`config.mk`:
```
export PLATFORM = sky130hd
export DESIGN_NAME = integer_to_decimal_ascii_top
export DESIGN_NICKNAME = d
export VERILOG_FILES = /design/src/rtl/core/itd_pkg.sv /design/src/rtl/core/integer_to_decimal_ascii_top.sv /design/src/rtl/core/itd_ctrl.sv /design/src/rtl/core/itd_datapath.sv
export SDC_FILE = /design/constraint.sdc
export NUM_CORES = 1
export LEC_CHECK = 0
export ABC_AREA = 1
export BUFFER_PORTS_ARGS = -buffer_cell sky130_fd_sc_hd__buf_2
export CAP_MARGIN = 20
export CORE_ASPECT_RATIO = 0.75
export CORE_MARGIN = 10
export CORE_UTILIZATION = 53
export DETAILED_ROUTE_END_ITERATION = 16
export GPL_TIMING_DRIVEN = 1
export PLACE_DENSITY = 0.72
export SLEW_MARGIN = 20
export SYNTH_ARGS = -nofsm -noshare
export SYNTH_HDL_FRONTEND = slang
export SYNTH_SLANG_ARGS = --single-unit
```
`constraint.sdc`:
```
create_clock -name i_clk -period 5.05 [get_ports i_clk]
set_input_delay 1.515 -clock i_clk [delete_from_list [all_inputs] [get_ports i_clk]]
set_output_delay 1.515 -clock i_clk [all_outputs]
set_load 0.02 [all_outputs]
```
`src/rtl/core/itd_pkg.sv`:
```
// itd_pkg: shared widths, character codes, controller states and
// command/status structs for the decimal text converter
// no dependencies
package itd_pkg;

    // converted word width, the input word is cut or zero-extended to it
    localparam int VALUE_BITS = 32;
    localparam int IN_BITS    = 32;
    // decimal digits needed for 2^VALUE_BITS - 1 (floor(bits*log10(2)) + 1)
    localparam int DIGITS     = ((VALUE_BITS * 1233) >>> 12) + 1;
    localparam int BCD_W      = DIGITS * 4;
    localparam int PTR_W      = (DIGITS > 1) ? $clog2(DIGITS) : 1;
    localparam int CNT_W      = (VALUE_BITS > 1) ? $clog2(VALUE_BITS) : 1;

    localparam logic [7:0] CH_ZERO  = 8'd48;
    localparam logic [7:0] CH_MINUS = 8'd45;
    // double-dabble correction
    localparam logic [3:0] ADJ_MIN  = 4'd5;
    localparam logic [3:0] ADJ_ADD  = 4'd3;

    typedef logic [VALUE_BITS-1:0] t_word;

    typedef enum logic [2:0] {
        S_IDLE,
        S_CONV,
        S_FIND,
        S_SIGN,
        S_DIGITS
    } t_state;

    typedef struct packed {
        logic load;      // take a new word and mode
        logic shift;     // one double-dabble step
        logic set_ptr;   // point at the leading nonzero digit
        logic dec_ptr;   // move to the next lower digit
        logic sel_sign;  // output shows '-'
    } t_cmd;

    typedef struct packed {
        logic conv_last; // this shift is the final one
        logic neg;       // word was negative in signed mode
        logic ptr_zero;  // pointer at the units digit
    } t_sts;

endpackage

```
`src/rtl/core/integer_to_decimal_ascii_top.sv`:
```
// integer_to_decimal_ascii_top: word to decimal ascii text converter
// the first character follows the word through 32 shift-and-add-3 steps of the bcd
//   converter and one leading-digit pick
// the bcd converter handles one word at a time, taking no new word until the last character
//   of the number is taken, and then sends one character a cycle while m_tready is high
// reset: synchronous active-low i_rst_n returns the controller to idle, no item pending
module integer_to_decimal_ascii_top (
    input  logic                        i_clk,
    input  logic                        i_rst_n,
    // input item stream
    input  logic                        s_tvalid,
    output logic                        s_tready,
    input  logic [itd_pkg::IN_BITS-1:0] s_tdata,  // [31:0] value
    input  logic [0:0]                  s_tuser,  // [0] op: 0 unsigned, 1 signed
    // output character stream
    output logic                        m_tvalid,
    input  logic                        m_tready,
    output logic [7:0]                  m_tdata,  // [7:0] char_out
    output logic                        m_tlast   // last character of the number
);
    import itd_pkg::*;

    t_cmd cmd;
    t_sts sts;

    // sequencing: idle, convert, pick leading digit, sign, digits
    itd_ctrl u_ctrl (
        .i_clk       (i_clk),
        .i_rst_n     (i_rst_n),
        .i_in_valid  (s_tvalid),
        .o_in_ready  (s_tready),
        .o_out_valid (m_tvalid),
        .i_out_ready (m_tready),
        .o_cmd       (cmd),
        .i_sts       (sts)
    );

    // magnitude, bcd digits and the character shown on the output
    itd_datapath u_dp (
        .i_clk   (i_clk),
        .i_cmd   (cmd),
        .o_sts   (sts),
        .i_op    (s_tuser[0]),
        .i_value (s_tdata),
        .o_char  (m_tdata),
        .o_last  (m_tlast)
    );

endmodule

```
`src/rtl/core/itd_ctrl.sv`:
```
// itd_ctrl: controller state machine of the decimal text converter
// depends on itd_pkg
module itd_ctrl (
    input  logic          i_clk,
    input  logic          i_rst_n,
    input  logic          i_in_valid,
    output logic          o_in_ready,
    output logic          o_out_valid,
    input  logic          i_out_ready,
    output itd_pkg::t_cmd o_cmd,
    input  itd_pkg::t_sts i_sts
);
    import itd_pkg::*;

    t_state r_state;
    t_state n_state;

    always_ff @(posedge i_clk) begin
        if (!i_rst_n) begin
            r_state <= S_IDLE;
        end else begin
            r_state <= n_state;
        end
    end

    always_comb begin
        n_state     = r_state;
        o_cmd       = '0;
        o_in_ready  = 1'b0;
        o_out_valid = 1'b0;
        case (r_state)
            S_IDLE: begin
                o_in_ready = 1'b1;
                if (i_in_valid) begin
                    o_cmd.load = 1'b1;
                    n_state    = S_CONV;
                end
            end
            S_CONV: begin
                o_cmd.shift = 1'b1;
                if (i_sts.conv_last) begin
                    n_state = S_FIND;
                end
            end
            S_FIND: begin
                o_cmd.set_ptr = 1'b1;
                n_state       = i_sts.neg ? S_SIGN : S_DIGITS;
            end
            S_SIGN: begin
                o_out_valid    = 1'b1;
                o_cmd.sel_sign = 1'b1;
                if (i_out_ready) begin
                    n_state = S_DIGITS;
                end
            end
            S_DIGITS: begin
                o_out_valid = 1'b1;
                if (i_out_ready) begin
                    if (i_sts.ptr_zero) begin
                        n_state = S_IDLE;
                    end else begin
                        o_cmd.dec_ptr = 1'b1;
                    end
                end
            end
            default: begin
                n_state = S_IDLE;
            end
        endcase
    end

endmodule

```
`src/rtl/core/itd_datapath.sv`:
```
// itd_datapath: sign fix, shift-and-add-3 binary to bcd, digit pointer
// and character forming; depends on itd_pkg
module itd_datapath (
    input  logic                          i_clk,
    input  itd_pkg::t_cmd                 i_cmd,
    output itd_pkg::t_sts                 o_sts,
    input  logic                          i_op,
    input  logic [itd_pkg::IN_BITS-1:0]   i_value,
    output logic [7:0]                    o_char,
    output logic                          o_last
);
    import itd_pkg::*;

    t_word             r_bin;
    logic [BCD_W-1:0]  r_bcd;
    logic [CNT_W-1:0]  r_cnt;
    logic [PTR_W-1:0]  r_ptr;
    logic              r_neg;

    t_word             word;
    t_word             mag;
    logic              neg;
    logic [BCD_W-1:0]  adj;
    logic [PTR_W-1:0]  top;
    logic [3:0]        digit;

    // magnitude of the incoming word
    always_comb begin
        word = t_word'(i_value);
        neg  = i_op & word[VALUE_BITS-1];
        mag  = neg ? (~word + t_word'(1)) : word;
    end

    // add 3 to every bcd digit of five or more before the shift
    always_comb begin
        for (int i = 0; i < DIGITS; i++) begin
            adj[i*4 +: 4] = r_bcd[i*4 +: 4]
                          + ((r_bcd[i*4 +: 4] >= ADJ_MIN) ? ADJ_ADD : 4'd0);
        end
    end

    // highest nonzero digit, units digit when all are zero
    always_comb begin
        top = '0;
        for (int i = 0; i < DIGITS; i++) begin
            if (r_bcd[i*4 +: 4] != 4'd0) begin
                top = PTR_W'(i);
            end
        end
    end

    always_ff @(posedge i_clk) begin
        if (i_cmd.load) begin
            r_bin <= mag;
            r_bcd <= '0;
            r_cnt <= '0;
            r_neg <= neg;
        end else if (i_cmd.shift) begin
            r_bin <= {r_bin[VALUE_BITS-2:0], 1'b0};
            r_bcd <= {adj[BCD_W-2:0], r_bin[VALUE_BITS-1]};
            r_cnt <= r_cnt + CNT_W'(1);
        end
        if (i_cmd.set_ptr) begin
            r_ptr <= top;
        end else if (i_cmd.dec_ptr) begin
            r_ptr <= r_ptr - PTR_W'(1);
        end
    end

    assign digit          = r_bcd[r_ptr*4 +: 4];
    assign o_char         = i_cmd.sel_sign ? CH_MINUS : (CH_ZERO + {4'd0, digit});
    assign o_last         = ~i_cmd.sel_sign & o_sts.ptr_zero;
    assign o_sts.conv_last = (r_cnt == CNT_W'(VALUE_BITS - 1));
    assign o_sts.neg      = r_neg;
    assign o_sts.ptr_zero = (r_ptr == '0);

endmodule

```
==> results of run 1 <==
==> critical path: cells and delay by family (launching register included) <==
kind | cells | cell delay (ns)
DFF | 1 | 0.76
buffers and inverters | 2 | 0.66
AOI/OAI and AO/OA | 3 | 0.54
and+or+nand+nor | 2 | 0.23
==> final cells by class <==
| cell class | instances | area (um^2) | area share, % |
|---|---|---|---|
| repair buffers | 47 | 243 | 3.88 |
| clock buffers | 10 | 239 | 3.82 |
| multi-input cells | 571 | 3070 | 49.0 |
| flip-flops and latches | 85 | 2070 | 33.1 |
| clock inverters | 6 | 70.1 | 1.12 |
| inverters | 104 | 393 | 6.28 |
| well taps | 136 | 170 | 2.72 |
==> state kept, by name, indices dropped and copies added (netlist names) <==
| register | count |
|---|---|
| u_dp.r_neg | 1 |
| u_dp.r_bin | 32 |
| u_dp.r_bcd | 40 |
| u_dp.r_ptr | 4 |
| u_dp.r_cnt | 5 |
| u_ctrl.r_state | 3 |
==> cell families after synthesis <==
family / after synthesis / share of synthesized area, %
adders and majority gates: 33 / 8.58
and+or+nand+nor: 341 / 25.6
other: 2 / 0.132
DFF: 85 / 36.4
xor gates and xnor gates: 24 / 3.69
buffers and inverters: 135 / 9.76
AOI/OAI and AO/OA: 170 / 15.8
==> metal layers <==
layer  wire length [um]  track usage (%)
met3               1050             4.87
met1               7030             25.5
met4                 75             4.04
met2               5990             26.0
met5                  0                0
==> report_power, final <==
| part | internal (mW) | switching (mW) | total (mW) |
|---|---|---|---|
| logic | 0.521 | 0.983 | 1.50 |
| clock network | 0.400 | 0.285 | 0.686 |
| registers | 1.10 | 0.225 | 1.33 |
| total | 2.02 | 1.49 | 3.52 |
==> metrics by stage <==
step	power, mW	utilization, %
floorplan	2.44	-
global placement	2.75	57.3
detailed placement	2.83	57.3
CTS	3.53	60.3
global route	3.84	60.3
finish	3.52	60.3
==> worst paths after layout <==
kind	endpoint	cells after the start
max	m_tdata[1]	7
max reg2reg	u_ctrl.r_state[0]	10
min	u_dp.r_cnt[3]	1
min reg2reg	u_dp.r_cnt[3]	1
==> Yosys cell counts, types with 3 or more instances <==
cell,instances
edfxtp_1,37
buf_4,5
dfxtp_1,48
o221ai_1,9
buf_2,16
inv_1,98
o21ai_0,89
nor2_4,3
nor3_1,6
o211ai_1,4
xnor2_1,9
nand4_1,7
xor2_1,15
ha_1,23
nor2_1,68
nand3_1,66
fa_1,10
inv_2,4
a21oi_1,65
clkbuf_1,9
nand2_1,180
==> cell usage in the layout (no fill, tap or decap), types with 9 or more instances in the layout <==
cell / instances
buf_2: 44
xor2_1: 15
fa_1: 10
edfxtp_1: 37
nand3_1: 66
dfxtp_1: 48
o221ai_1: 9
nand2_1: 180
xnor2_1: 9
ha_1: 23
inv_1: 98
nor2_1: 68
clkbuf_16: 9
o21ai_0: 89
a21oi_1: 65
==> key figures, run 1 <==
Clock tree
  • Clock latency on the worst-skew pair: ~0.34 ns
  • Clock Sinks: 85
  • Number of gates resized after cts: 0
  • Post-CTS Repair Setup Buffers: 0
  • CTS Root Cell: clkbuf_16
  • H-tree levels: 3
  • TritonCTS Buffers: 9
  • Cts hold-fix bufs: 0
  • Clock transition at the registers of the reported paths: roughly 0.070 ns
  • Clock Path Buffers: 2
  • CTS tree: yes

Timing
  • Peak Freq: 247 MHz
  • Max-slew headroom: about a third
  • Max Clock Skew: 0.00755 ns
  • Fin worst setup slack: 1.00 ns
  • Final Hold Violating Endpoints: 0
  • Fin. max-slew vios: 0
  • Min Tclk post-route: between 4 and 5 ns
  • RSZ-0062 raised after global routing: false
  • Final worst-path cycle share: 80.2%
  • Total Neg Setup Slack: 0 ns
  • Min Hold Slack: 0.472 ns
  • Setup violators final: 0
  • Slew @ Worst Pin: approximately 0.97 ns

Finish
  • Nets@finish: 888
  • Non-filler instance count after layout: 959
  • Fill count: 976
  • Layout cells sized above 1: 9.60%
  • Finished Cell Area: 0.00625 mm^2
  • Antenna diodes: 0
  • P&R area growth vs syn: 9.89%

Synth
  • Register area share after synthesis: a little over a third
  • Mapped cell area: roughly 0.0057 mm^2
  • Netlist cell types: 36
  • Post-synthesis average cell area: about 7.2 um^2
  • Syn. warnings: 0
  • Top cells by area, synth: edfxtp_1 20%, dfxtp_1 17%, nand2_1 12%, o21ai_0 7.8%, inv_1 6.5%
  • Yosys reg bits: 85
  • Post-Synthesis Cells: 790
  • Post-synth top area share: 19.5%
  • Top cell type by total area after synthesis: edfxtp_1
  • Post-synth EDFFs: 37
  • Async SR Flop Fraction: 0%
  • Main synth FF type: dfxtp_1

Setup path
  • Crit-path cells: inv_1 > a21oi_1 > o21ai_0 > nand3_1 > nand3_1 > a21oi_1 > buf_2
  • Slowest stage delay, CP: ~0.76 ns
  • CP required: ~3.5 ns
  • Startpoint types: flop
  • FF-to-FF setup slack: between 2 and 3 ns
  • Slowest CP cell: edfxtp_1
  • Reg-to-Reg Start: u_ctrl.r_state[0]
  • Critical path data arrival time: approximately 2.5 ns
  • CP max FO: 23
  • Kind of critical path: reg -> out
  • Crit. End Element: output pin
  • Crit. Startpoint: u_dp.r_ptr[0]

Pwr
  • Pleak: approximately 2.9 nW
  • IR drop worst, VDD: 0.315 mV
  • Power Density: 562 mW/mm^2

Worst hold path
  • HP Start: u_dp.r_cnt[3]
  • Hold Crit Class: reg -> reg

Floorplan
  • Die area: 0.0153 mm^2
  • Row Count: 32
  • I/O pins: between 40 and 50
  • Die Wd: around 140 um
  • Core box area: about 0.010 mm^2
  • Starting Density: about 55%
  • Chip height: around 110 um

Detailed routing
  • DRT antenna net count: 0
  • Router iterations before antenna repair: 5
  • Vias per inst: between 5 and 6
  • DRC viols: 0
  • WL final: ~14000 um
  • Via Count: 5301
  • Drt wl/cell: 14.7 um
  • DRT iter0 DRCs: around 520

Place
  • Post-placement cell area: between 0.005 and 0.006 mm^2
  • Placed cells: roughly 940
  • Post-DP HPWL: 10700 um
  • Dpl ws: roughly 1.4 ns
  • Routability Congestion: ~0.94
  • IO Port Bufs: 44

Job
  • # Max-Cap Violations: 0

Global route
  • Total congestion overflow: 0
  • Initial antenna violation count: 0
  • Number of global-route vias before repair: roughly 4800
  • First-pass GRT wire length: between 20000 and 25000 um
  • Largest net degree at the start of global routing: 63
  • Total GRT Usage: 17.8%

Run status
  • Outcome: complete, no violations
Note: power is estimated with default switching activity, not from simulation.
==> inputs of run 2 (changes only) <==
==> constraint.sdc (replaced) <==
create_clock -name i_clk -period 3.9 [get_ports i_clk]
set_input_delay 1.17 -clock i_clk [delete_from_list [all_inputs] [get_ports i_clk]]
set_output_delay 1.17 -clock i_clk [all_outputs]
set_load 0.02 [all_outputs]
==> run 2 against run 1 <==
Against the previous run:
- sequential power is 28% higher
- final area rose by 0.74%
- via count fell by 0.79%
- first-iteration DRC count up 17%
- non-clock buffer count is 5 higher
- final cell count rose by 0.52%
- clock power increased by 33%
- routed wire length up 2.0%
- die area unchanged
- critical path type unchanged
- largest cell class unchanged
==> key figures, run 2 (synthesized netlist as in run 1, its figures left out) <==
Place
  • Routability Congestion: between 0.9 and 1
  • Post-DP HPWL: about 11000 um
  • IO Port Bufs: 44

Worst hold path
  • Hold Crit Class: reg -> reg
  • Worst Hold End: u_dp.r_cnt[3]
  • Hold path depth: 1
  • HP Start: u_dp.r_cnt[3]

Timing
  • Total Neg Setup Slack: 0 ns
  • Peak Freq: around 300 MHz
  • RSZ-0062 raised after global routing: false
  • Min Hold Slack: around 0.46 ns
  • Max Clock Skew: approximately 0.0086 ns
  • Fin. max-slew vios: 0
  • Slew @ Worst Pin: between 0.7 and 0.8 ns
  • Max-slew headroom: 47.6%
  • Setup violators final: 0
  • Min Tclk post-route: 3.31 ns
  • Final Hold Violating Endpoints: 0
  • Final worst-path cycle share: 84.8%

Pwr
  • Pleak: 2.90 nW
  • IR drop worst, VDD: roughly 0.38 mV
  • Power Density: approximately 730 mW/mm^2

Finish
  • Fill count: between 900 and 1000
  • Antenna diodes: 0
  • Layout cells sized above 1: 10.1%
  • Most frequent cells in the layout: 180 x nand2_1, 98 x inv_1, 89 x o21ai_0
  • Max FFs per register: 40
  • Top reg by flops: u_dp.r_bcd
  • Commonest non-fill, non-tap cell in the layout: nand2_1
  • Top Registers: u_dp.r_bcd x40, u_dp.r_bin x32, u_dp.r_cnt x5
  • Nets@finish: roughly 890
  • P&R area growth vs syn: 10.7%

Global route
  • Initial antenna violation count: 0
  • First-pass GRT wire length: approximately 23000 um
  • Number of global-route vias before repair: 4794
  • Total GRT Usage: approximately 18%
  • Total congestion overflow: 0
  • Largest net degree at the start of global routing: between 50 and 60

Clock tree
  • Number of gates resized after cts: 0
  • H-tree levels: 3
  • Post-CTS Repair Setup Buffers: 0
  • Clock Path Buffers: 2
  • CTS tree: yes
  • Clock latency on the worst-skew pair: about 0.34 ns
  • Clock Sinks: 85
  • TritonCTS Buffers: 9
  • Clock transition at the registers of the reported paths: around 0.070 ns
  • Cts hold-fix bufs: 0
  • CTS Root Cell: clkbuf_16

Setup path
  • Crit. End Element: output pin
  • Slowest CP cell: edfxtp_1
  • CP required: 2.73 ns
  • Slowest stage delay, CP: 0.55 ns
  • Reg-to-Reg Start: u_dp.r_ptr[1]
  • FF-to-FF setup slack: 1.74 ns
  • Critical path data arrival time: ~2.1 ns
  • Startpoint types: flop
  • Reg2reg end: u_dp.r_ptr[2]
  • R2R depth: 7
  • Crit-path cells: clkinv_1 > a21oi_1 > o21ai_0 > nand3_1 > nand3_1 > a21oi_1 > buf_2
  • CP max FO: 10
  • Kind of critical path: reg -> out

Detailed routing
  • DRT iter0 DRCs: approximately 610
  • Via Count: ~5300
  • Vias per inst: between 5 and 6
  • DRT antenna net count: 0
  • Drt wl/cell: ~15 um
  • WL final: between 10000 and 15000 um
  • DRC viols: 0
  • Router iterations before antenna repair: 6

Floorplan
  • Starting Density: between 50% and 60%
  • Chip height: about 110 um
  • Row Count: 32
  • I/O pins: 48
  • Die area: about 0.015 mm^2
  • Core box area: between 0.01 and 0.015 mm^2
  • Die Wd: between 100 and 150 um

Run status
  • Outcome: complete, no violations

Job
  • # Max-Cap Violations: 0
==> run 2: how the worst max path moves through the flow <==
stage | endpoint | startpoint | cells past startpoint
after floorplan | m_tlast | u_dp.r_ptr[0] | 5
after global placement | m_tlast | u_dp.r_ptr[0] | 5
after detailed placement | m_tdata[1] | u_dp.r_ptr[1] | 7
after CTS | m_tdata[1] | u_dp.r_ptr[1] | 7
after global routing | m_tdata[1] | u_dp.r_ptr[1] | 7
final | m_tdata[1] | u_dp.r_ptr[1] | 7
==> run 2: routing by layer <==
layer	global-route usage, %	vias up	share of wire (%)
li1	-	2664	-
met1	26.3	2412	50
met2	26.7	171	42
met3	5.64	12	7.3
met4	3.82	0	0.67
met5	0	-	0
==> run 2: final cells by class <==
class                           count  area (um^2)  area share, %
Multi-Input combinational cell    571         3070           48.7
Sequential cell                    85         2070           32.9
Clock inverter                      6         67.6           1.07
Inverter                          104          393           6.24
Tap cell                          136          170           2.70
Clock buffer                       10          250           3.97
Timing Repair Buffer               52          280           4.45
==> run 2: worst max-delay path: cells and delay by family, from the launching register on <==
family / cells / cell delay, ns
flip-flops: 1 / 0.55
buffers and inverters: 2 / 0.49
AND/OR/NAND/NOR: 2 / 0.24
AO/OA/AOI/OAI: 3 / 0.52
==> run 2: power breakdown <==
group / internal, mW / leakage, nW / switching [mW]
sequential: 1.43 / 0.762 / 0.277
combinational: 0.680 / 1.99 / 1.29
clock: 0.538 / 0.150 / 0.375
total: 2.64 / 2.90 / 1.94
==> run 2: per-stage QoR <==
| step | cell area, um^2 | instances | power [mW] | setup WS (ns) | util (%) |
|---|---|---|---|---|---|
| after global routing | 6300 | 964 | 5.03 | 0.501 | 60.8 |
| after detailed placement | 5980 | 948 | 3.67 | 1.05 | 57.7 |
| final | 6300 | 964 | 4.58 | 0.592 | 60.8 |
| after floorplan | 5690 | 791 | 3.16 | 1.02 | - |
| after global placement | 5980 | 948 | 3.57 | 1.16 | 57.7 |
| after CTS | 6300 | 964 | 4.60 | 0.643 | 60.8 |
==> inputs of run 3 (changes only) <==
--- a/config.mk
+++ b/config.mk
@@ -5,7 +5,7 @@
 export SDC_FILE = /design/constraint.sdc
 export NUM_CORES = 1
 export LEC_CHECK = 0
-export ABC_AREA = 1
+export ABC_AREA = 0
 export BUFFER_PORTS_ARGS = -buffer_cell sky130_fd_sc_hd__buf_2
 export CAP_MARGIN = 20
 export CORE_ASPECT_RATIO = 0.75
==> constraint.sdc (replaced) <==
create_clock -name i_clk -period 3.45 [get_ports i_clk]
set_input_delay 1.035 -clock i_clk [delete_from_list [all_inputs] [get_ports i_clk]]
set_output_delay 1.035 -clock i_clk [all_outputs]
set_load 0.02 [all_outputs]
==> run 3 against run 2 <==
Against the previous run:
- clock-buffer cell count rose by 2
- area after synthesis decreased by 4.2%
- sequential power shrank 18%
- non-clock buffer count up 1
- critical path type unchanged
- critical endpoint unchanged
- highest routed layer unchanged
==> key figures, run 3 <==
Pwr
  • Internal power: around 2.1 mW
  • Net Sw Power: around 0.96 mW
  • Sequential Power Share: 44.7%
  • Combinational share of power: approximately a quarter
  • Pleak: between 2 and 2.5 nW
  • Power Density: between 500 and 600 mW/mm^2
  • Net Sw Frac: 31.0%
  • IR drop worst, VDD: between 0.2 and 0.3 mV
  • Clock power frac: 32.0%
  • Final Power: 3.11 mW

Floorplan
  • I/O pins: 48
  • Die area: ~0.015 mm^2
  • Starting Density: a little under three fifths
  • Chip height: around 110 um
  • Row Count: 31
  • Core box area: around 0.0099 mm^2
  • Die Wd: around 140 um

Run status
  • Outcome: complete, no violations

Worst hold path
  • Hold Crit Class: reg -> reg

Job
  • # Max-Cap Violations: 0

Setup path
  • Startpoint types: flop
  • Kind of critical path: reg -> out
  • CP required: ~2.4 ns
  • R2R depth: 5
  • CP delay by family, top: multiplexers
  • Slowest stage delay, CP: ~0.50 ns
  • CP Depth: 6
  • Reg-to-Reg Start: u_ctrl.r_state[0]
  • Crit. End Element: output pin
  • CP max FO: 9
  • Crit. Startpoint: u_dp.r_ptr[0]
  • CP Buf/Inv Count: 2
  • Reg2reg end: u_dp.r_bin[13]
  • Critical path data arrival time: a little under 2 ns
  • CP Capture Point: m_tdata[1]
  • FF-to-FF setup slack: ~1.2 ns
  • Slowest CP cell: mux4_2
  • Crit-path cells: buf_12 > mux4_2 > mux2i_1 > o22ai_1 > and2_1 > buf_2

Synth
  • Top cell type by total area after synthesis: edfxtp_1
  • Mapped cell area: roughly 0.0055 mm^2
  • Main synth FF type: dfxtp_1
  • Top cells by area, synth: edfxtp_1 20%, dfxtp_1 18%, nand2_1 6.7%, ha_1 5.3%, xnor2_1 4.5%
  • Post-synth top area share: a little over 20%
  • Yosys reg bits: 85
  • Synth top cells by count: 98 x nand2_1, 48 x dfxtp_1, 41 x nor2_1, 39 x a21oi_1, 37 x edfxtp_1
  • Register area share after synthesis: 38.0%
  • Post-Synthesis Cells: around 600
  • Syn. warnings: 0
  • Netlist cell types: just over 50
  • Post-synth EDFFs: 37
  • Post-synthesis average cell area: between 9 and 10 um^2
  • Async SR Flop Fraction: 0%
  • Most common cell in the netlist: nand2_1

Finish
  • Top reg by flops: u_dp.r_bcd
  • P&R area growth vs syn: 11.2%
  • Antenna diodes: 0
  • Non-filler instance count after layout: ~770
  • Top Registers: u_dp.r_bcd x40, u_dp.r_bin x32, u_dp.r_cnt x5
  • Max FFs per register: 40
  • Most frequent cells in the layout: 98 x nand2_1, 48 x dfxtp_1, 44 x buf_2
  • Post-layout util: 61.5%
  • Commonest non-fill, non-tap cell in the layout: nand2_1
  • Layout cells sized above 1: 15.3%
  • Nets@finish: around 700
  • Finished Cell Area: between 0.006 and 0.007 mm^2

Clock tree
  • H-tree levels: 3
  • Cts hold-fix bufs: 0
  • Clock latency on the worst-skew pair: 0.34 ns
  • Clock Path Buffers: 2
  • Post-CTS Repair Setup Buffers: 0
  • Number of gates resized after cts: 0
  • TritonCTS Buffers: 9
  • CTS Root Cell: clkbuf_16
  • CTS tree: yes
  • Clock transition at the registers of the reported paths: roughly 0.060 ns
  • Clock Sinks: 85

Timing
  • Min Tclk post-route: approximately 3.0 ns
  • Final Hold Violating Endpoints: 0
  • Slew @ Worst Pin: approximately 0.93 ns
  • Min Hold Slack: ~0.46 ns
  • Total Neg Setup Slack: 0 ns
  • Max-slew headroom: 38.1%
  • RSZ-0062 raised after global routing: false
  • Setup violators final: 0
  • Fin worst setup slack: 0.430 ns
  • Final worst-path cycle share: slightly below 90%
  • Peak Freq: around 330 MHz
  • Fin. max-slew vios: 0
  • Max Clock Skew: just under 0.007 ns

Detailed routing
  • DRC viols: 0
  • Via Count: approximately 4400
  • WL final: between 10000 and 15000 um
  • DRT antenna net count: 0
  • DRT iter0 DRCs: about 430
  • Vias per inst: around 5.8
  • Drt wl/cell: 16.5 um
  • Router iterations before antenna repair: 5

Global route
  • Total congestion overflow: 0
  • Number of global-route vias before repair: 4303
  • Largest net degree at the start of global routing: 62
  • Total GRT Usage: 17.3%
  • First-pass GRT wire length: 20900 um
  • Initial antenna violation count: 0

Place
  • Post-placement cell area: between 0.005 and 0.006 mm^2
  • IO Port Bufs: 44
  • Routability Congestion: 0.878
  • Dpl ws: between 0.4 and 0.5 ns
  • Post-DP HPWL: 9090 um
  • Placed cells: 747
==> run 3: cell count changes after synthesis, sizes merged, moves of 18 or more <==
cell,previous run,this run
a211oi,1,19
a21oi,65,39
inv,103,31
nand2,181,99
nand3,67,6
nor2,73,41
o21ai,90,42
xnor2,9,28
==> run 3: area by class of cell <==
class,instances,area [um^2]
sequential,85,2070
inverter,31,116
clock buffer,12,258
clock inverter,4,47.5
fill,856,3790
multi-input combinational,448,3100
timing repair buffer,53,300
tap,132,165
==> run 3: kinds of logic (layout without fill, tap and decap cells) <==
| kind of cell | count (synthesis) | count (layout) | synth area share (%) |
|---|---|---|---|
| buffers and inverters | 63 | 100 | 5.18 |
| flip-flops | 85 | 85 | 38.0 |
| XOR/XNOR | 52 | 52 | 8.35 |
| other | 2 | 3 | 0.138 |
| AND/OR/NAND/NOR | 204 | 204 | 18.0 |
| AO/OA/AOI/OAI | 138 | 138 | 16.2 |
| multiplexers | 18 | 18 | 5.14 |
| adder cells (fa/ha/maj) | 33 | 33 | 8.95 |
==> run 3: how the worst min path moves through the flow <==
stage,from,endpoint,slack [ns],cells past startpoint
2_1_floorplan,u_dp.r_cnt[4],u_dp.r_cnt[4],0.44,2
3_3_place_gp,u_dp.r_cnt[4],u_dp.r_cnt[4],0.45,2
3_5_place_dp,u_dp.r_cnt[4],u_dp.r_cnt[4],0.45,2
4_1_cts,u_dp.r_cnt[4],u_dp.r_cnt[4],0.46,2
5_1_grt,u_dp.r_cnt[4],u_dp.r_cnt[4],0.51,2
6_report,u_dp.r_cnt[4],u_dp.r_cnt[4],0.46,2
==> run 3: worst reg2reg max path, cell delays in order, from the launching register on <==
cell and delay [ns]:
dfxtp_1 0.45, nor3_1 0.47, nand2_2 0.11, buf_4 0.31, nand2_1 0.13, buf_4 0.39
==> run 3: routing by layer <==
layer | global-route usage [%] | wire, um | vias up
met5 | 0 | 0 | -
li1 | - | - | 2166
met3 | 3.59 | 639 | 17
met2 | 27.2 | 5880 | 121
met4 | 4.35 | 155 | 0
met1 | 23.7 | 5920 | 2114
==> run 3: power groups by stage <==
stage,sequential [mW],clock [mW],combinational [mW]
after floorplan,1.35,0,0.560
after global placement,1.40,0,0.689
after detailed placement,1.41,0,0.722
after CTS,1.39,1.01,0.730
after global routing,1.41,1.05,0.826
final,1.39,0.993,0.725
